**config.mk**
```make
export PLATFORM = sky130hd
export DESIGN_NAME = quoted_string_escape_decoder_unit
export DESIGN_NICKNAME = d
export VERILOG_FILES = /design/src/qsed_pkg.sv /design/src/quoted_string_escape_decoder_unit.sv /design/src/qsed_parse.sv /design/src/qsed_out.sv
export VERILOG_INCLUDE_DIRS = /design/src /design/src/src
export SDC_FILE = /design/constraint.sdc
export NUM_CORES = 1
export LEC_CHECK = 0
export ABC_AREA = 0
export BUFFER_PORTS_ARGS = -buffer_cell sky130_fd_sc_hd__buf_2
export CAP_MARGIN = 10
export CORE_MARGIN = 3
export CORE_UTILIZATION = 61
export CTS_CLUSTER_SIZE = 20
export DETAILED_ROUTE_END_ITERATION = 7
export GPL_TIMING_DRIVEN = 0
export HOLD_SLACK_MARGIN = 0.08
export PLACE_DENSITY_LB_ADDON = 0.1
export SETUP_SLACK_MARGIN = 0.3
export SLEW_MARGIN = 15
export SYNTH_ARGS = -nofsm -noshare
export SYNTH_HDL_FRONTEND = slang
export SYNTH_SLANG_ARGS = --single-unit
```
**constraint.sdc**
```tcl
create_clock -name clk_i -period 5.3 [get_ports clk_i]
set_input_delay 1.06 -clock clk_i [delete_from_list [all_inputs] [get_ports clk_i]]
set_output_delay 1.06 -clock clk_i [all_outputs]
set_load 0.005 [all_outputs]
```
**src/quoted_string_escape_decoder_unit_assert.svh**
```systemverilog
// Assertion macros for the quoted string escape decoder.
// Used by the top level only; needs nothing else.
`ifndef QUOTED_STRING_ESCAPE_DECODER_UNIT_ASSERT_SVH
`define QUOTED_STRING_ESCAPE_DECODER_UNIT_ASSERT_SVH

// Implication checked at every clock edge outside reset.
`define QSED_ASSERT_IMPL(lbl, clk, rst_n, ante, cons, msg) \
  lbl: assert property (@(posedge clk) disable iff (!rst_n) (ante) |-> (cons)) \
    else $error(msg);

// Implication whose consequence is checked in the cycle after the antecedent.
`define QSED_ASSERT_NEXT(lbl, clk, rst_n, ante, cons, msg) \
  lbl: assert property (@(posedge clk) disable iff (!rst_n) (ante) |=> (cons)) \
    else $error(msg);

`endif

```
**src/qsed_pkg.sv**
```systemverilog
// Shared types, codes and helper functions of the quoted string escape decoder.
// No dependencies.
`timescale 1ns / 1ps

package qsed_pkg;

  // Parser modes, one-hot
  typedef enum logic [7:0] {
    MODE_START   = 8'b0000_0001,
    MODE_BETWEEN = 8'b0000_0010,
    MODE_STRING  = 8'b0000_0100,
    MODE_ESCAPE  = 8'b0000_1000,
    MODE_OCTAL   = 8'b0001_0000,
    MODE_HEXHEAD = 8'b0010_0000,
    MODE_HEX     = 8'b0100_0000,
    MODE_SKIP    = 8'b1000_0000
  } mode_e;

  // Result kinds
  typedef enum logic [1:0] {
    KIND_BYTE  = 2'd0,
    KIND_DONE  = 2'd1,
    KIND_ERROR = 2'd2
  } kind_e;

  localparam int unsigned ByteW  = 8;
  localparam int unsigned KindW  = 2;
  localparam int unsigned InDataW  = 8;
  localparam int unsigned OutDataW = 8;

  // Characters with a meaning to the parser
  localparam logic [7:0] ChNul   = 8'h00;
  localparam logic [7:0] ChQuote = 8'h22;
  localparam logic [7:0] ChBsl   = 8'h5C;
  localparam logic [7:0] ChSpace = 8'h20;
  localparam logic [7:0] ChTab   = 8'h09;
  localparam logic [7:0] ChX     = 8'h78;

  // One result request
  typedef struct packed {
    kind_e             kind;
    logic [ByteW-1:0]  data;
    logic              last;
  } result_t;

  // Up to two results caused by one input byte
  typedef struct packed {
    result_t     res1;
    result_t     res0;
    logic [1:0]  count;
  } result_pair_t;

  // Octal digit test
  function automatic logic is_octal(input logic [7:0] c);
    is_octal = (c[7:3] == 5'b00110);
  endfunction

  // Hex digit value; bit 4 flags a valid digit
  function automatic logic [4:0] hex_value(input logic [7:0] c);
    logic [4:0] v;
    v = 5'd0;
    if (c >= 8'h30 && c <= 8'h39) begin
      v = {1'b1, c[3:0]};
    end else if ((c >= 8'h61 && c <= 8'h66) || (c >= 8'h41 && c <= 8'h46)) begin
      v = {1'b1, c[3:0] + 4'd9};
    end
    hex_value = v;
  endfunction

  // Simple escape letters; bit 8 flags a known letter
  function automatic logic [8:0] simple_escape(input logic [7:0] c);
    logic [8:0] v;
    case (c)
      8'h6E:   v = {1'b1, 8'd10};  // n
      8'h74:   v = {1'b1, 8'd9};   // t
      8'h62:   v = {1'b1, 8'd8};   // b
      8'h72:   v = {1'b1, 8'd13};  // r
      8'h66:   v = {1'b1, 8'd12};  // f
      8'h76:   v = {1'b1, 8'd11};  // v
      8'h61:   v = {1'b1, 8'd7};   // a
      ChBsl:   v = {1'b1, ChBsl};
      ChQuote: v = {1'b1, ChQuote};
      default: v = 9'd0;
    endcase
    simple_escape = v;
  endfunction

endpackage

```
**src/quoted_string_escape_decoder_unit.sv**
```systemverilog
// Top level of the quoted string escape decoder: input register, parser, result register.
// Depends on qsed_pkg, qsed_parse, qsed_out and the assertion macro header.
//
//  channel | direction | data                    | side band
//  s_axis  | in        | tdata[7:0] text_byte    | -
//  m_axis  | out       | tdata[7:0] decoded_byte | tuser[1:0] = result_kind,
//          |           |                         | tlast = last_of_run
//
// One input byte per cycle unless stalled; it passes the input and result registers.
// A byte that causes two results occupies the result register until both are handed out.
// Bytes that cause no result pass through without any output cycle.
// Reset returns the parser to expecting an opening quote and empties both registers.
// Output stalls back up through the result register into the input register.
`timescale 1ns / 1ps
`include "quoted_string_escape_decoder_unit_assert.svh"

module quoted_string_escape_decoder_unit
  import qsed_pkg::*;
(
  input  logic                clk_i,
  input  logic                rst_ni,
  input  logic                s_axis_tvalid_i,
  output logic                s_axis_tready_o,
  input  logic [InDataW-1:0]  s_axis_tdata_i,   // [7:0] text_byte
  output logic                m_axis_tvalid_o,
  input  logic                m_axis_tready_i,
  output logic [OutDataW-1:0] m_axis_tdata_o,   // [7:0] decoded_byte
  output logic [KindW-1:0]    m_axis_tuser_o,   // [1:0] result_kind
  output logic                m_axis_tlast_o
);

  logic         in_valid_q, in_valid_d;
  logic [7:0]   in_byte_q;
  logic         s_accept;
  logic         advance;
  logic         out_free;
  result_pair_t pair;
  result_t      res;

  assign advance         = in_valid_q && out_free;
  assign s_axis_tready_o = !in_valid_q || advance;
  assign s_accept        = s_axis_tvalid_i && s_axis_tready_o;

  // Input register
  always_comb begin
    in_valid_d = in_valid_q;
    if (s_accept) begin
      in_valid_d = 1'b1;
    end else if (advance) begin
      in_valid_d = 1'b0;
    end
  end

  always_ff @(posedge clk_i or negedge rst_ni) begin
    if (!rst_ni) begin
      in_valid_q <= 1'b0;
    end else begin
      in_valid_q <= in_valid_d;
    end
  end

  always_ff @(posedge clk_i) begin
    if (s_accept) begin
      in_byte_q <= s_axis_tdata_i;
    end
  end

  qsed_parse u_parse (
    .clk_i  (clk_i),
    .rst_ni (rst_ni),
    .en_i   (advance),
    .byte_i (in_byte_q),
    .pair_o (pair)
  );

  qsed_out u_out (
    .clk_i   (clk_i),
    .rst_ni  (rst_ni),
    .load_i  (advance),
    .pair_i  (pair),
    .free_o  (out_free),
    .valid_o (m_axis_tvalid_o),
    .ready_i (m_axis_tready_i),
    .res_o   (res)
  );

  // Pack the result request
  assign m_axis_tdata_o = res.data;
  assign m_axis_tuser_o = res.kind;
  assign m_axis_tlast_o = res.last;

  // Completion and error results always end the results of their byte and carry no byte
  `QSED_ASSERT_IMPL(a_status_last, clk_i, rst_ni, m_axis_tvalid_o && res.kind != KIND_BYTE, m_axis_tlast_o && res.data == 8'd0, "status result without tlast or with data")
  // A result kind is never the unused code
  `QSED_ASSERT_IMPL(a_kind_known, clk_i, rst_ni, m_axis_tvalid_o, res.kind == KIND_BYTE || res.kind == KIND_DONE || res.kind == KIND_ERROR, "unknown result kind")
  // A stalled input byte stays in the input register
  `QSED_ASSERT_NEXT(a_in_hold, clk_i, rst_ni, in_valid_q && !out_free, in_valid_q && $stable(in_byte_q), "input byte lost while stalled")

endmodule

```
**src/qsed_parse.sv**
```systemverilog
// Parser state and next-state logic: one input byte per enabled cycle.
// Depends on qsed_pkg.
`timescale 1ns / 1ps

module qsed_parse
  import qsed_pkg::*;
(
  input  logic         clk_i,
  input  logic         rst_ni,
  input  logic         en_i,
  input  logic [7:0]   byte_i,
  output result_pair_t pair_o
);

  mode_e      mode_q, mode_d;
  logic [7:0] val_q, val_d;
  logic [1:0] cnt_q, cnt_d;

  always_comb begin
    logic [4:0]   hv;
    logic [8:0]   se;
    logic [1:0]   cnt_inc;
    logic [7:0]   oct_val;
    logic [7:0]   hex_val;
    logic [7:0]   str_c;
    logic         str_pending;
    result_t      r [2];
    logic [1:0]   n;

    mode_d      = mode_q;
    val_d       = val_q;
    cnt_d       = cnt_q;
    hv          = hex_value(byte_i);
    se          = simple_escape(byte_i);
    cnt_inc     = cnt_q + 2'd1;
    oct_val     = {val_q[4:0], byte_i[2:0]};
    hex_val     = {val_q[3:0], hv[3:0]};
    str_c       = byte_i;
    str_pending = 1'b0;
    n           = 2'd0;
    r[0]        = '{kind: KIND_BYTE, data: 8'd0, last: 1'b0};
    r[1]        = '{kind: KIND_BYTE, data: 8'd0, last: 1'b0};

    unique case (mode_q)
      MODE_START: begin
        if (byte_i == ChQuote) begin
          mode_d = MODE_STRING;
        end else begin
          r[0]   = '{kind: KIND_ERROR, data: 8'd0, last: 1'b0};
          n      = 2'd1;
          mode_d = (byte_i == ChNul) ? MODE_START : MODE_SKIP;
        end
      end
      MODE_BETWEEN: begin
        if (byte_i == ChQuote) begin
          mode_d = MODE_STRING;
        end else if (byte_i == ChSpace || byte_i == ChTab) begin
          mode_d = MODE_BETWEEN;
        end else if (byte_i == ChNul) begin
          r[0]   = '{kind: KIND_DONE, data: 8'd0, last: 1'b0};
          n      = 2'd1;
          mode_d = MODE_START;
        end else begin
          r[0]   = '{kind: KIND_ERROR, data: 8'd0, last: 1'b0};
          n      = 2'd1;
          mode_d = MODE_SKIP;
        end
      end
      MODE_STRING: begin
        str_pending = 1'b1;
      end
      MODE_ESCAPE: begin
        if (se[8]) begin
          r[0]   = '{kind: KIND_BYTE, data: se[7:0], last: 1'b0};
          n      = 2'd1;
          mode_d = MODE_STRING;
        end else if (byte_i == ChX) begin
          mode_d = MODE_HEXHEAD;
        end else if (is_octal(byte_i)) begin
          val_d  = {5'd0, byte_i[2:0]};
          cnt_d  = 2'd1;
          mode_d = MODE_OCTAL;
        end else begin
          r[0]   = '{kind: KIND_ERROR, data: 8'd0, last: 1'b0};
          n      = 2'd1;
          mode_d = (byte_i == ChNul) ? MODE_START : MODE_SKIP;
        end
      end
      MODE_OCTAL: begin
        if (is_octal(byte_i)) begin
          val_d = oct_val;
          cnt_d = cnt_inc;
          if (cnt_inc == 2'd3) begin
            r[0]   = '{kind: KIND_BYTE, data: oct_val, last: 1'b0};
            n      = 2'd1;
            mode_d = MODE_STRING;
          end
        end else begin
          // Flush the value, then treat the byte as a string character
          r[0]        = '{kind: KIND_BYTE, data: val_q, last: 1'b0};
          n           = 2'd1;
          str_pending = 1'b1;
        end
      end
      MODE_HEXHEAD: begin
        if (hv[4]) begin
          val_d  = {4'd0, hv[3:0]};
          cnt_d  = 2'd1;
          mode_d = MODE_HEX;
        end else begin
          r[0]   = '{kind: KIND_ERROR, data: 8'd0, last: 1'b0};
          n      = 2'd1;
          mode_d = (byte_i == ChNul) ? MODE_START : MODE_SKIP;
        end
      end
      MODE_HEX: begin
        if (hv[4]) begin
          val_d  = hex_val;
          cnt_d  = 2'd2;
          r[0]   = '{kind: KIND_BYTE, data: hex_val, last: 1'b0};
          n      = 2'd1;
          mode_d = MODE_STRING;
        end else begin
          r[0]        = '{kind: KIND_BYTE, data: val_q, last: 1'b0};
          n           = 2'd1;
          str_pending = 1'b1;
        end
      end
      MODE_SKIP: begin
        if (byte_i == ChNul) begin
          mode_d = MODE_START;
        end
      end
      default: begin
        mode_d = MODE_START;
      end
    endcase

    // Ordinary string character, possibly after a flushed escape value
    if (str_pending) begin
      if (str_c == ChNul) begin
        r[n[0]] = '{kind: KIND_ERROR, data: 8'd0, last: 1'b0};
        n       = n + 2'd1;
        mode_d  = MODE_START;
      end else if (str_c == ChQuote) begin
        mode_d = MODE_BETWEEN;
      end else if (str_c == ChBsl) begin
        mode_d = MODE_ESCAPE;
      end else begin
        r[n[0]] = '{kind: KIND_BYTE, data: str_c, last: 1'b0};
        n       = n + 2'd1;
        mode_d  = MODE_STRING;
      end
    end

    // Mark the final result of this byte
    if (n == 2'd1) begin
      r[0].last = 1'b1;
    end else if (n == 2'd2) begin
      r[1].last = 1'b1;
    end

    pair_o.res0  = r[0];
    pair_o.res1  = r[1];
    pair_o.count = n;
  end

  // Advance parser state on each consumed byte
  always_ff @(posedge clk_i or negedge rst_ni) begin
    if (!rst_ni) begin
      mode_q <= MODE_START;
      val_q  <= 8'd0;
      cnt_q  <= 2'd0;
    end else if (en_i) begin
      mode_q <= mode_d;
      val_q  <= val_d;
      cnt_q  <= cnt_d;
    end
  end

endmodule

```
**src/qsed_out.sv**
```systemverilog
// Result register: holds up to two results of one byte and hands them out in order.
// Depends on qsed_pkg.
`timescale 1ns / 1ps

module qsed_out
  import qsed_pkg::*;
(
  input  logic         clk_i,
  input  logic         rst_ni,
  input  logic         load_i,
  input  result_pair_t pair_i,
  output logic         free_o,
  output logic         valid_o,
  input  logic         ready_i,
  output result_t      res_o
);

  result_t    res0_q, res1_q;
  logic [1:0] n_q, n_d;
  logic       idx_q, idx_d;
  logic       fire;
  logic       last_fire;

  assign valid_o   = (n_q != 2'd0);
  assign res_o     = idx_q ? res1_q : res0_q;
  assign fire      = valid_o && ready_i;
  assign last_fire = fire && (idx_q || n_q == 2'd1);
  assign free_o    = !valid_o || last_fire;

  // Load a new pair, step to the second result, or drain
  always_comb begin
    n_d   = n_q;
    idx_d = idx_q;
    if (load_i) begin
      n_d   = pair_i.count;
      idx_d = 1'b0;
    end else if (last_fire) begin
      n_d   = 2'd0;
      idx_d = 1'b0;
    end else if (fire) begin
      idx_d = 1'b1;
    end
  end

  always_ff @(posedge clk_i or negedge rst_ni) begin
    if (!rst_ni) begin
      n_q   <= 2'd0;
      idx_q <= 1'b0;
    end else begin
      n_q   <= n_d;
      idx_q <= idx_d;
    end
  end

  // Hold payload
  always_ff @(posedge clk_i) begin
    if (load_i) begin
      res0_q <= pair_i.res0;
      res1_q <= pair_i.res1;
    end
  end

endmodule
```
* Yosys cells after proc, flatten, opt, wreduce, memory -nomap -nowiden *
Index checks and enable logic that the tools add are counted.

word-level totals
  register bits = 52
  logic and storage cells = 167
  input bits = 12
  output and inout bits = 13

operators by class
  eq/ne operators = 36
  mux-type cells = 80
  reductions and logical operators = 23
  bitwise logic cells = 4
  add/subtract/negate cells = 3
  $lt $le $gt $ge = 8

operators with widths
  kind                  count
  $mux W8               21
  $mux W11              10
  $mux W22              4
  $pmux W9 S9           1
  $eq A8 B7 Y1 const B  10
  $pmux W11 S6          1
  $pmux W8 S8           1
  $pmux W8 S4           1
  $mux W2               15
  $mux W9               3
  $eq A8 B6 Y1 const B  3
  $bwmux W22            1
  $and A20 B20 Y20      1
  $not A20 Y20          1
  $eq A8 B4 Y1 const B  2
  $ge A8 B7 Y1 const B  2
  $le A8 B7 Y1 const B  2
  $mux W1               15
  $ne A3 B1 Y1 const B  4
  $pmux W2 S6           1
  $demux W11 S1         1
  $mux W5               2
  $ne A2 B1 Y1 const B  5
  $eq A8 B1 Y1 const B  1
  28 further kinds      46

* Depth between registers and ports, before layout *
Gate-level depths: netlist of run 1.

  depth after elaboration = 19
  mapped depth = 14
  mapped depth without buffers = 12

* Modules after synthesis *
From an unflattened synthesis of run 1, not the netlist that was laid out.

unflattened totals
  cells, all modules = 359
  area total of the unflattened synthesis = 3643.5 µm²

modules (own cells, without submodules)
  module                             cells each  sequential area each (µm²)  instances  area an instance (µm²)
  qsed_parse                         295         451.7                       1          2346.0
  qsed_out                           51          735.7                       1          997.2
  quoted_string_escape_decoder_unit  13          265.3                       1          300.3

* Worst setup path after synthesis of run 1 *
Ideal clock, no wire load.

  path type = register -> register
  from = register in_byte_q[0]
  to = register u_out.res0_q[0] (netlist name) (data pin)
  data required time = 5038 ps
  cell stages (with the launch flop) = 15
  path buffers = 2
  path slack = 2066 ps
  setup time = 262 ps
  period minus slack after synthesis = 3234 ps
  data arrival time = 2971 ps
  path through = edfxtp_1 clkbuf_1 inv_1 ha_1 nor3b_1 a311oi_4 nor3_4 nor4_4 buf_6 inv_2 ha_1 inv_1 o21ai_0 a211oi_1 a21oi_1

on the way
  longest elaborated chain between the ends = 17
  elaborated cells on any way between the ends = 60
  classes of those cells = add/sub (1); order compare (8); eq/ne (13); mux (28); bitwise (3); reduce/logical (7)

ends and longest elaborated chain
  what                                                                line                                     RTL
  start: declaration                                                  quoted_string_escape_decoder_unit.sv:33  logic [7:0] in_byte_q;
  start signal: assignment                                            quoted_string_escape_decoder_unit.sv:64  in_byte_q <= s_axis_tdata_i;
  $ge A8 B7 Y1 or $le A8 B7 Y1 (tied branches)                        qsed_pkg.sv:64                           end else if ((c >= 8'h61 && c <= 8'h66) || (c >= 8'h41 && c <= 8'h46)) begin
  $logic_and A1 B1 Y1                                                 qsed_pkg.sv:64
  $logic_or A1 B1 Y1                                                  qsed_pkg.sv:64
  $mux W5                                                             qsed_pkg.sv:64
  $mux W5                                                             qsed_pkg.sv:62                           if (c >= 8'h30 && c <= 8'h39) begin
  $mux W1                                                             qsed_parse.sv:106, qsed_parse.sv:117
  $pmux W2 S6                                                         qsed_parse.sv:44                         unique case (mode_q)
  $not A1 Y2 (not written as such)                                    qsed_parse.sv:142, qsed_parse.sv:150
  $ge A2 B2 Y1 (not written as such) or $lt A2 B1 Y1 (tied branches)  qsed_parse.sv:142, qsed_parse.sv:150
  $logic_and A1 B1 Y1 (not written as such)                           qsed_parse.sv:142, qsed_parse.sv:150
  $mux W11 (not written as such)                                      qsed_parse.sv:142, qsed_parse.sv:150
  $demux W11 S1                                                       qsed_parse.sv:142, qsed_parse.sv:150
  $bwmux W22                                                          qsed_parse.sv:150                        r[n[0]] = '{kind: KIND_BYTE, data: str_c, last: 1'b0};
  $mux W22                                                            qsed_parse.sv:147                        end else if (str_c == ChBsl) begin
  $mux W22                                                            qsed_parse.sv:145                        end else if (str_c == ChQuote) begin
  $mux W22                                                            qsed_parse.sv:141                        if (str_c == ChNul) begin
  $mux W22                                                            qsed_parse.sv:140                        if (str_pending) begin
  end signal: assignment                                              qsed_out.sv:58                           res0_q <= pair_i.res0;
  end: declaration                                                    qsed_out.sv:18                           result_t res0_q, res1_q;

Several ways; a longest one is shown, not always the timed one.
A chain may end at the register's enable or synchronous reset.

* Worst setup path in the final report of run 1 *
Ends and elaborated chain as after synthesis.

==> flow_results.org, run 1 <==
** Clock tree
- Clock input transition at the sequential cells of the worst setup and hold paths :: 0.10 ns
- Cell chosen for the clock root :: sky130_fd_sc_hd__clkbuf_8
- At the later pin of the worst-skew pair, clock insertion delay measures 0.32 ns.
- CTS built an H-tree with a depth of 2.
- The number of gates resized after CTS was 0.
- Post-CTS repair timing setup buffer count :: 0
- The clock net in this run drives a total of 51 sinks.
- TritonCTS built the clock tree.
- Max Buffers Root-to-Sink :: 2
- Clock tree synthesis inserted a total of 5 buffers.
- After clock tree synthesis, the flow added hold-fix buffers numbering 0.

** STA
- Aggregate negative setup slack :: 0 ns
- Setup repair after global routing missed its margin :: no
- Clock Skews :: 0.0126 ns
- Final-layout worst hold slack :: 0.530 ns
- The final-report hold violation count came to 0.
- Slew at the pin with the worst max-slew slack :: 0.983 ns
- # setup viols final :: 0
- FMAX :: 0.261 GHz
- Fin crit period :: 3.83 ns
- Worst slew margin relative to its limit :: 34.4%
- Final cycle utilization of the critical path :: 72.3%
- Final Slew Violations :: 0

** Critical path
- Kind of critical path :: flip-flop to flip-flop
- In this run the register-to-register setup slack is 1.47 ns.
- The endpoint identified for the worst register-to-register timing path is u_out.res0_q[0].
- The worst setup path is launched from a flip-flop.
- The startpoint identified for the worst register-to-register timing path is in_byte_q[0].
- Measured in cells, the most critical reg-to-reg path has a length of 13.
- At the worst endpoint, the arrival time is 3.90 ns.
- Highest net fanout along the worst path :: 10
- Element type at the critical path end :: flip-flop
- At the worst endpoint, the required time is 5.37 ns.

** Die
- Num ports :: 25
- Starting Density :: 63.7%
- Die extent in x :: 82.1 um
- Height of the die :: 82.1 um
- The initialized floorplan defines 27 standard-cell rows.
- Die Area :: 6730 sq um
- Core region area :: 5540 sq um

** Drt
- First-pass DRT Iterations :: 7
- Via count of the routed design :: 3,045
- In this run the remaining antenna-violating nets after routing total 0.
- Via density per instance :: 6.65
- Number of design-rule violations left by the first detailed-router iteration :: 262
- After detailed routing, the number of remaining DRC violations is 0.
- Final wirelength :: 8730 um
- Wirelength per Cell :: 19.1 um

** Power and ir drop
- Pwr Total :: 1430 uW
- Highest ir drop seen on vdd :: 0.200 mV
- Sequential cells burn 40.1% of the power.
- Combinational logic is responsible for 39.9% of the overall power.
- Internal power comes to 905 uW.
- Power density cells :: 371 nW/um^2
- Net Sw Frac :: 36.7%
- Portion of total power attributed to the clock network :: 19.9%
- Net switching power :: 525 uW
- Static power due to leakage :: 0.00155 uW

** Synthesis
- Counting flops with a built-in enable in the synthesized netlist gives 29.
- Yosys mapped the design onto 75 distinct sky130hd cell types.
- Mean instance size in the synthesized netlist :: 9.97 sq um
- Prevailing post-synth register cell :: sky130_fd_sc_hd__edfxtp_1
- The Yosys step of the flow raised 0 warnings.
- Cells after Synth :: 354
- The synthesized netlist occupies a cell area of 3530 sq um.
- The share of the Yosys chip area taken by registers is 40.3%.
- Counting flops with an async set or reset pin after synthesis yields a share of 43.1%.
- Counting flops and latches in the post-synthesis netlist gives 51.
- The number of nets in the synthesized netlist is 373.

** Final layout
- Antenna fix cells :: 0
- Leaving out fill and tap cells, the most frequent cell in the layout is sky130_fd_sc_hd__nand2_1.
- In the layout the commonest cells are sky130_fd_sc_hd__nand2_1 (42), sky130_fd_sc_hd__buf_2 (33), sky130_fd_sc_hd__edfxtp_1 (29).
- In the final layout, the share of cells above drive strength 1 is 21.8%.
- Layout Area Growth over Synthesis :: 9.22%
- Number of nets in the finished design :: 404
- After filler insertion, the fill cell instance count of the layout stands at 440.

** Global route
- Initial antenna violation count :: 0
- Pin count of the biggest net entering global routing :: 27
- Via count of the first global-routing pass :: 2,858
- The first global-routing pass estimated 14,400 um of wire.
- In the global route stage, overall resource usage came out at 28.2%.
- Global routing finished with a remaining overflow of 0.

** Min path
- Hold depth :: 1
- Start point of the worst min-delay path :: u_parse.cnt_q[1]
- The path with the worst hold slack has its endpoint at u_parse.cnt_q[1].
- The min-delay analysis places its worst path in the category flip-flop to flip-flop.

** Place
- Global placement routability congestion :: 0.952
- HPWL after DPL :: 6460 um
- Total of buffers placed on input and output ports :: 24

** Job
- Maximum Capacitance Violations :: 0

** Outcome
- The run finished with clean final reports.
-- worst max-delay path by stage --
stage,startpoint,to,slack (ns),cells after the start
after floorplan,in_byte_q[0],u_out.res0_q[0],2.07,14
after global placement,in_byte_q[0],u_out.res0_q[0],1.52,13
after detailed placement,in_byte_q[0],u_out.res0_q[0],1.53,13
after CTS,in_byte_q[0],u_out.res0_q[0],1.50,13
after global routing,in_byte_q[0],u_out.res0_q[0],1.09,13
final,in_byte_q[0],u_out.res0_q[0],1.47,13
-- worst max-delay path: stages, from the launching register on --
cell and delay (ns):
sky130_fd_sc_hd__edfxtp_1 0.43, sky130_fd_sc_hd__clkbuf_1 0.24, sky130_fd_sc_hd__inv_1 0.26, sky130_fd_sc_hd__ha_1 0.31
sky130_fd_sc_hd__nor4bb_1 0.66, sky130_fd_sc_hd__a221oi_1 0.28, sky130_fd_sc_hd__nor4_4 0.37, sky130_fd_sc_hd__buf_6 0.19
sky130_fd_sc_hd__inv_2 0.04, sky130_fd_sc_hd__ha_1 0.30, sky130_fd_sc_hd__inv_1 0.09, sky130_fd_sc_hd__o21ai_0 0.10
sky130_fd_sc_hd__a211oi_1 0.26, sky130_fd_sc_hd__a21oi_1 0.06
-- routing by layer --
metal,global-route usage (%),vias to the layer above,share of wire (%)
li1,-,1415,-
met1,38.5,1478,43
met2,45.3,133,49
met3,4.28,19,6.0
met4,9.97,0,2.5
met5,0,-,0
-- synthesized netlist by cell type (3+ instances only) --
master                     count  area [sq um]
sky130_fd_sc_hd__nand2_1      42           158
sky130_fd_sc_hd__edfxtp_1     29           871
sky130_fd_sc_hd__o21ai_0      22           110
sky130_fd_sc_hd__dfrtp_1      21           526
sky130_fd_sc_hd__a21oi_1      19          95.1
sky130_fd_sc_hd__nand3_1      16          80.1
sky130_fd_sc_hd__inv_1        14          52.6
sky130_fd_sc_hd__mux2_2       12           135
sky130_fd_sc_hd__clkbuf_1     10          37.5
sky130_fd_sc_hd__nor2_1       10          37.5
sky130_fd_sc_hd__buf_2         9          45.0
sky130_fd_sc_hd__and2_1        8          50.1
sky130_fd_sc_hd__mux2_4        8           120
sky130_fd_sc_hd__ha_1          7          87.6
sky130_fd_sc_hd__o22ai_1       7          43.8
sky130_fd_sc_hd__nor3_1        6          30.0
sky130_fd_sc_hd__a211oi_1      5          37.5
sky130_fd_sc_hd__a221o_1       5          50.1
sky130_fd_sc_hd__nand2b_1      5          31.3
sky130_fd_sc_hd__nor4b_1       5          43.8
sky130_fd_sc_hd__o31ai_1       5          37.5
sky130_fd_sc_hd__nand3b_1      4          30.0
sky130_fd_sc_hd__nor2b_1       4          25.0
sky130_fd_sc_hd__o31a_1        4          35.0
sky130_fd_sc_hd__a22o_1        3          26.3
sky130_fd_sc_hd__a311oi_1      3          26.3
sky130_fd_sc_hd__buf_6         3          33.8
sky130_fd_sc_hd__nor4_4        3          63.8
sky130_fd_sc_hd__o211ai_1      3          22.5
sky130_fd_sc_hd__xor2_1        3          26.3
-- flip-flops by register name (all words and copies together) (netlist names) --
name / cells
in_byte_q: 8
u_out.res0_q: 11
u_out.n_q: 2
u_out.idx_q: 1
u_parse.cnt_q: 2
u_parse.mode_q: 8
in_valid_q: 1
u_parse.val_q: 8
u_out.res1_q: 10
-- power groups by stage --
| stage | Combinational (uW) | Clock, uW | Sequential (uW) |
|---|---|---|---|
| 6_report | 571 | 285 | 574 |
| 4_1_cts | 568 | 292 | 575 |
| 3_3_place_gp | 549 | 0 | 575 |
| 2_1_floorplan | 413 | 0 | 567 |
| 3_5_place_dp | 565 | 0 | 583 |
| 5_1_grt | 636 | 305 | 585 |
-- kinds of logic (layout without fill, tap and decap cells) --
kind of cell    Yosys count  count (layout)  share of synthesized area, %
simple gates            127             127                          21.9
buf+inv                  39              71                          5.21
compound gates          105             105                          21.6
xor+xnor                  4               4                         0.993
flops                    51              51                          40.3
mux                      21              21                          7.52
fa+ha+maj                 7               7                          2.48
-- area by class of cell --
cell class              count  area [sq um]  share of cell area (%)
flip-flops and latches     51          1420                    36.9
clock inverters             3          46.3                    1.20
multi-input cells         264          1920                    49.9
well taps                  72          90.1                    2.34
inverters                  16          60.1                    1.56
repair buffers             24           120                    3.12
clock buffers               5          68.8                    1.79
plain buffers              23           124                    3.21
-- stage by stage --
step | util [%] | worst slack (ns) | instance area, sq um | instances
6_report | 69.6 | 1.47 | 3850 | 458
5_1_grt | 69.6 | 1.09 | 3850 | 458
4_1_cts | 69.6 | 1.50 | 3850 | 458
3_5_place_dp | 67.5 | 1.53 | 3740 | 450
3_3_place_gp | 67.5 | 1.52 | 3740 | 450
2_1_floorplan | - | 2.07 | 3530 | 354
Power figures use the tool's default switching activity.
==> run 2: changes to the inputs <==
--- a/config.mk
+++ b/config.mk
@@ -6,7 +6,7 @@
 export SDC_FILE = /design/constraint.sdc
 export NUM_CORES = 1
 export LEC_CHECK = 0
-export ABC_AREA = 0
+export ABC_AREA = 1
 export BUFFER_PORTS_ARGS = -buffer_cell sky130_fd_sc_hd__buf_2
 export CAP_MARGIN = 10
 export CORE_MARGIN = 3
==> constraint.sdc (replaced) <==
create_clock -name clk_i -period 3.59 [get_ports clk_i]
set_input_delay 0.718 -clock clk_i [delete_from_list [all_inputs] [get_ports clk_i]]
set_output_delay 0.718 -clock clk_i [all_outputs]
set_load 0.005 [all_outputs]
==> flow_results.org, run 2 <==
** Outcome
- The flow ran to the end, and the final reports show no timing, DRC or antenna violations.

** STA
- Final-report hold violation count :: 0
- Worst slew margin relative to its limit :: 41.9%
- The final count of pins violating max slew came to 0.
- After routing, the total negative slack on setup checks comes to 0 ns.
- Setup violations remaining at the end of the flow were counted as 0.
- Setup repair after global routing left no endpoint under its margin.
- Subtracting the final worst setup slack from the clock period gives 2.85 ns.
- Slew at the pin with the worst max-slew slack :: 0.871 ns
- For this run, the top clock speed supported by timing is 0.350 GHz.
- Final cycle utilization of the critical path :: 79.5%
- Across the routed clock network, the largest skew measured is 0.0120 ns.

** Die
- 25 I/O pins were placed.
- Starting Density :: 65.7%
- Height of the die :: 81.8 um
- Die extent in x :: 81.8 um
- The floorplan step defined a die boundary enclosing 6700 sq um.
- The core region is 5340 sq um.
- In this run the core area contains 26 standard-cell rows.

** Clock tree
- TritonCTS clock tree :: built
- Clock input transition at the sequential cells of the worst setup and hold paths :: 0.11 ns
- Clock latency on the worst-skew pair, taken at its later pin, is 0.33 ns.
- In this run, post-CTS hold repair placed 0 buffers.
- The clock tree synthesis step divided the H-tree into 2 levels.
- In this run, post-CTS repair resized a total of 0 instances.
- Post-CTS repair timing setup buffer count :: 0
- The cell sitting at the root of the clock tree is a sky130_fd_sc_hd__clkbuf_8.
- In this run, CTS created clock tree buffers numbering 5.
- Clock Sinks :: 51
- Max Buffers Root-to-Sink :: 2

** Critical path
- STA classifies the critical path endpoint as a flip-flop.
- Arrival @ worst endpoint :: 2.93 ns
- In this design, the stage delay of the slowest critical-path cell is 0.49 ns.
- By startpoint and endpoint, the worst setup path is classified as flip-flop to flip-flop.
- Cells along the critical path :: inv_1 -> ha_1 -> inv_1 -> nor2_1 -> nand2_1 -> nand3_1 -> nand2_1 -> nor2_2 -> nand2_4 -> ha_1 -> or2_1 -> nand3_1 -> nand2_1 -> nand2_1 -> nor2_1
- On the critical path, the stage with the largest delay is an instance of sky130_fd_sc_hd__edfxtp_1.
- Highest net fanout along the worst path :: 7
- Among the stages of the critical path, the cell type that occurs most often is sky130_fd_sc_hd__nand2_1.
- Crit path required time :: 3.67 ns
- The worst setup path is launched from a flip-flop.

** Synthesis
- Summing every instance area after synthesis gives 3510 sq um.
- Library cell with the largest summed area after synthesis :: sky130_fd_sc_hd__edfxtp_1
- Synthesis produced a netlist whose cell count is 427.
- Fraction of the yosys area taken by sequential cells :: 40.6%
- Synth Net Count :: 446
- In this run, synthesis inferred 29 flip-flops with an integrated enable.
- Ys Warns :: 0
- Counting flops and latches in the post-synthesis netlist gives 51.
- Prevailing post-synth register cell :: sky130_fd_sc_hd__edfxtp_1
- A synthesized cell averages 8.21 sq um.
- Top cells by instance count after synthesis :: sky130_fd_sc_hd__nand2_1 (102), sky130_fd_sc_hd__nor2_1 (43), sky130_fd_sc_hd__o21ai_0 (41)
- After synthesis, the netlist uses 49 different library cells.
- Ranking of synthesized cells by area :: sky130_fd_sc_hd__edfxtp_1 (25%), sky130_fd_sc_hd__dfrtp_1 (15%), sky130_fd_sc_hd__nand2_1 (11%), sky130_fd_sc_hd__o21ai_0 (5.9%), sky130_fd_sc_hd__nor2_1 (4.6%)
- Library cell with the highest instance count after synthesis :: sky130_fd_sc_hd__nand2_1
- Of the post-synthesis cell area, the dominant cell type holds 24.8%.
- After synthesis, the share of flip-flops with an asynchronous set or reset is 43.1%.

** Global route
- The number of global-route vias before repair was 2,948.
- Tot GR Track Use :: 27.8%
- Global routing used 47.6% of the available met2 tracks.
- Pin count of the biggest net entering global routing :: 26
- For this run, global-route usage on met3 was measured as 3.51%.
- Global routing used 36.3% of the available met1 tracks.
- The total overflow left after global routing is 0.
- Initial antenna violation count :: 0
- First-pass GRT wire length :: 14,200 um
- Most congested layer reported by global routing :: met2

** Power and ir drop
- Static power due to leakage :: 0.00171 uW
- Power density cells :: 550 nW/um^2
- VDD sags by at most 0.380 mV.

** Drt
- After detailed routing, the number of remaining DRC violations is 0.
- Via count of the routed design :: 3,059
- Once detail routing completed, the nets flagged for antenna violations numbered 0.
- After detailed routing, the average wire length per cell comes to 15.8 um.
- After detailed routing, the total wire length is 8380 um.
- Dividing the detail-routed via count by the number of cells gives 5.78.
- For this block, the initial DRC count from the detailed router was 195.
- First-pass DRT Iterations :: 5

** Job
- Max-cap violations in this run came to 0.

** Place
- Total of buffers placed on input and output ports :: 24
- HPWL after DPL :: 6500 um
- Routability-driven placement finished with a final weighted congestion of 0.915.
- In this run the cell area measured after placement is 3710 sq um.

** Final layout
- The register with the most flip-flops in the layout has 11 of them.
- From synthesis to final layout, the design area changed by 8.67%.
- Proportion of layout cells with a drive suffix above 1 :: 22.9%
- The repair_antennas step left the layout with diodes totalling 0.
- Top register by number of flip-flops :: u_out.res0_q
- Leading cell type in the layout, fill and taps excluded :: sky130_fd_sc_hd__nand2_1
- In the layout the commonest cells are sky130_fd_sc_hd__nand2_1 (102), sky130_fd_sc_hd__nor2_1 (43), sky130_fd_sc_hd__o21ai_0 (41).
- Number of nets in the finished design :: 477
- The largest registers in the layout are u_out.res0_q x11, u_out.res1_q x10.
- Total non-filler cell area in the finished layout :: 3810 sq um

** Min path
- Worst hold path type :: input pin to async pin
## run 2: where the power goes
group          internal [uW]  leakage, uW  switching (uW)
Sequential               811     0.000565            86.5
Combinational            279      0.00110             550
Clock                    145    0.0000467             223
Total                   1240      0.00171             859
## run 2: path summary, 6_finish.rpt
check	from	to	slack, ns	cells after the start
setup / recovery	in_byte_q[1]	u_out.res0_q[0]	0.74	15
hold / removal	rst_ni	u_parse.mode_q[7]	0.35	1
setup reg to reg	in_byte_q[1]	u_out.res0_q[0]	0.74	15
hold reg to reg	u_parse.cnt_q[1]	u_parse.cnt_q[1]	0.49	2
max in group asynchronous	rst_ni	u_parse.val_q[3]	2.88	1
min in group clk_i	u_parse.cnt_q[1]	u_parse.cnt_q[1]	0.49	2
## run 2: layout make-up
class	instances	area, sq um
Buffer	4	40.0
Clock buffer	5	68.8
Clock inverter	3	27.5
Fill cell	450	1520
Inverter	51	211
Multi-Input combinational cell	321	1830
Sequential cell	51	1420
Tap cell	70	87.6
Timing Repair Buffer	24	120
## run 2: logic make-up after synthesis
group	after synthesis	share of synthesized area, %
buf+inv	55	7.17
fa+ha+maj	7	2.50
xor+xnor	1	0.250
mux	1	0.321
simple gates	230	34.9
compound gates	82	14.3
flops	51	40.6
## run 2: per-layer routing
metal / routed length [um] / vias up / part of all wire [%]
met1: 3650 / 1432 / 44
met4: 176 / 0 / 2.1
met2: 4060 / 121 / 48
met5: 0 / - / 0
met3: 493 / 12 / 5.9
li1: - / 1494 / -
## run 2: per-stage QoR
step | hold slack (ns) | instances | setup slack [ns] | total power [uW] | utilization, %
after floorplan | 0.422 | 427 | 1.10 | 1490 | -
after global placement | 0.460 | 521 | 0.824 | 1700 | 69.6
after detailed placement | 0.464 | 521 | 0.752 | 1740 | 69.6
after CTS | 0.367 | 529 | 0.748 | 2100 | 71.4
after global routing | 0.380 | 529 | 0.482 | 2250 | 71.4
final | 0.349 | 529 | 0.735 | 2090 | 71.4
## run 2: worst max-delay path: cells and delay by family, from the launching register on
| family | cells | cell delay [ns] |
|---|---|---|
| buffers and inverters | 2 | 0.33 |
| AND/OR/NAND/NOR | 11 | 1.15 |
| flip-flops | 1 | 0.49 |
| adder cells (fa/ha/maj) | 2 | 0.64 |
==> run 3: changes to the inputs <==
--- a/config.mk
+++ b/config.mk
@@ -10,7 +10,7 @@
 export BUFFER_PORTS_ARGS = -buffer_cell sky130_fd_sc_hd__buf_2
 export CAP_MARGIN = 10
 export CORE_MARGIN = 3
-export CORE_UTILIZATION = 61
+export CORE_UTILIZATION = 55
 export CTS_CLUSTER_SIZE = 20
 export DETAILED_ROUTE_END_ITERATION = 7
 export GPL_TIMING_DRIVEN = 0
==> constraint.sdc (replaced) <==
create_clock -name clk_i -period 2.35 [get_ports clk_i]
set_input_delay 0.47 -clock clk_i [delete_from_list [all_inputs] [get_ports clk_i]]
set_output_delay 0.47 -clock clk_i [all_outputs]
set_load 0.005 [all_outputs]
==> flow_results.org, run 3 (synthesized netlist as in run 2, its figures left out) <==
** Job
- Max-cap violations in this run came to 0.

** Final layout
- Leaving out filler cells and counting taps, the final layout contains 605.
- Leading cell type in the layout, fill and taps excluded :: sky130_fd_sc_hd__nand2_1
- Number of nets in the finished design :: 548
- Cells with a size suffix above 1 make up 51.5% of the layout.
- Fraction of the core area covered by cells at the end of the flow :: 83.5%
- The finished cells cover 5060 sq um.
- In the layout the commonest cells are sky130_fd_sc_hd__nand2_1 (74), sky130_fd_sc_hd__buf_4 (51), sky130_fd_sc_hd__inv_1 (31).
- The largest registers in the layout are u_out.res0_q x11, u_out.res1_q x10.
- More flip-flops sit in one register than any other, and that register is u_out.res0_q.
- Flip-flop count of the largest register, all copies and words added :: 11
- Antenna fix cells :: 0
- The area growth from synthesis to layout is 44.3%.

** Place
- Once placement finished, the instance area stood at 3790 sq um.
- Cell count after placement :: 526
- HPWL after DPL :: 6310 um
- Pre-CTS setup slack :: -0.285 ns
- At the end of routability-driven placement, the weighted congestion stood at 0.925.
- During placement, the flow inserted port buffers numbering 24.

** Drt
- Antenna-violating nets left :: 0
- Wirelength per Cell :: 20.8 um
- Final wirelength :: 12,600 um
- Via density per instance :: 6.39
- Post-route DRC violation count :: 0
- The first detailed-routing pass took 7 iterations.
- Via count of the routed design :: 3,867
- Number of design-rule violations left by the first detailed-router iteration :: 480

** Critical path
- In this run the critical register-to-register path is captured at u_out.res0_q[0].
- Start of the worst register-to-register path :: in_byte_q[7]
- Highest net fanout along the worst path :: 5
- Element type at the critical path end :: flip-flop
- Arrival @ worst endpoint :: 2.56 ns
- Kind of critical path :: flip-flop to flip-flop
- Slack of the worst reg-to-reg path :: -0.12 ns
- STA classifies the critical path startpoint as a flip-flop.
- Cell count of the worst reg-to-reg path :: 14
- STA puts the critical path data required time at 2.44 ns.

** STA
- FMAX :: 0.404 GHz
- Subtracting the final worst setup slack from the clock period gives 2.47 ns.
- Final cycle utilization of the critical path :: 105%
- Across the routed clock network, the largest skew measured is 0.00848 ns.
- # setup viols final :: 6
- The final-report hold violation count is 0.
- Worst slew margin relative to its limit :: 59.3%
- Aggregate negative setup slack :: -0.233 ns
- PnR worst setup slack :: -0.123 ns
- Final Slew Violations :: 0
- Slew at the pin with the worst max-slew slack :: 0.610 ns
- Setup repair after global routing could not meet its margin everywhere.

** Global route
- The first global-routing pass estimated 17,200 um of wire.
- Via count of the first global-routing pass :: 3,539
- Summed over all layers, the global routing overflow is 0.
- Met2 track demand over resource in global routing :: 50.4%
- Entering global routing, the biggest net connects 26 pins.
- The layer flagged by global routing as most heavily used is met2.
- For this run, the total global-route usage over all layers was measured as 29.7%.
- Met1 global-route usage :: 35.6%
- Initial antenna violation count :: 0
- Met3 usage :: 5.86%

** Power and ir drop
- Sequential cells burn 35.7% of the power.
- Portion of total power attributed to the clock network :: 14.1%
- In this run switching power makes up 42.5% of total power.
- For this design the ratio of total power to cell area is 769 nW/um^2.
- Summed over all cells, the static leakage comes to 0.00226 uW.
- The internal portion of the total power is 2240 uW.
- In this run the power spent charging and discharging nets is 1650 uW.
- Of the total power, combinational logic draws 50.2%.
- Highest ir drop seen on vdd :: 0.644 mV

** Clock tree
- Clock input transition at the sequential cells of the worst setup and hold paths :: 0.10 ns
- Cell chosen for the clock root :: sky130_fd_sc_hd__clkbuf_8
- In this run, CTS created clock tree buffers numbering 5.
- Hold repair after CTS inserted 0 buffers.
- CTS built an H-tree with a depth of 2.
- The clock net in this run drives a total of 51 sinks.
- Clock insertion delay at the later pin of the skew report :: 0.33 ns
- TritonCTS built the clock tree.
- Max Buffers Root-to-Sink :: 2

** Outcome
- The checks that failed: negative setup slack.
- Run status :: complete, but fails checks

** Die
- Core region area :: 6060 sq um
- For this configuration, the core starts out at a cell density of 57.9%.
- Die Area :: 7370 sq um
- Die extent in x :: 85.9 um
- Height of the die :: 85.9 um
- Row cnt :: 28
- Num ports :: 25

** Min path
- Worst hold path type :: input pin to async pin
-- run 3: layout make-up --
type,instances,area (sq um)
buffer,4,42.5
clock buffer,5,68.8
clock inverter,3,25.0
fill,314,1000
inverter,51,234
multi-input combinational,322,2410
sequential,51,1420
tap,75,93.8
timing repair buffer,94,763
-- run 3: routing by layer --
metal	routed length (um)	vias to the layer above
li1	-	1643
met1	4380	1786
met2	5810	317
met3	1360	121
met4	1060	0
met5	0	-
-- run 3: metrics by stage --
step / hold WS (ns) / power (uW)
3_3_place_gp: 0.458 / 2630
5_1_grt: 0.130 / 4110
4_1_cts: 0.126 / 3560
2_1_floorplan: 0.174 / 2300
6_report: 0.101 / 3890
3_5_place_dp: 0.466 / 2680
-- run 3: critical path: stages, from the launching register on --
cell,delay (ns)
sky130_fd_sc_hd__edfxtp_1,0.40
sky130_fd_sc_hd__inv_1,0.14
sky130_fd_sc_hd__nand2_2,0.14
sky130_fd_sc_hd__nor2_1,0.32
sky130_fd_sc_hd__nand2_1,0.17
sky130_fd_sc_hd__nand3_2,0.13
sky130_fd_sc_hd__nand2_2,0.07
sky130_fd_sc_hd__nor2_4,0.11
sky130_fd_sc_hd__nand2_4,0.07
sky130_fd_sc_hd__ha_4,0.21
sky130_fd_sc_hd__or2_4,0.23
sky130_fd_sc_hd__nand3_2,0.06
sky130_fd_sc_hd__nand2_2,0.06
sky130_fd_sc_hd__nand2_1,0.07
sky130_fd_sc_hd__nor2_1,0.04
-- run 3: how the worst max path moves through the flow --
| stage | cells past startpoint | to | start | slack, ns |
|---|---|---|---|---|
| 2_1_floorplan | 14 | u_out.res0_q[0] | in_byte_q[1] | 0.01 |
| 3_3_place_gp | 15 | u_out.res0_q[0] | in_byte_q[1] | -0.24 |
| 3_5_place_dp | 15 | u_out.res0_q[0] | in_byte_q[1] | -0.28 |
| 4_1_cts | 15 | u_out.res0_q[0] | in_byte_q[0] | 0.02 |
| 5_1_grt | 14 | u_out.res0_q[0] | in_byte_q[7] | -0.19 |
| 6_report | 14 | u_out.res0_q[0] | in_byte_q[7] | -0.12 |
-- run 3: what timing repair did --
| action | 4_1_cts | 5_1_grt |
|---|---|---|
| buffers inserted | 51 | 17 |
| resized for setup | 82 | 88 |
| cloned | 2 | 1 |
| pin swaps | 34 | 47 |
| setup endpoints to repair | 41 | 49 |
-- run 3: power groups by stage --
stage,registers [uW],clock network [uW],logic [uW]
3_3_place_gp,1390,0,1250
6_report,1390,548,1950
2_1_floorplan,1350,0,944
5_1_grt,1410,593,2110
3_5_place_dp,1400,0,1280
4_1_cts,1370,545,1650
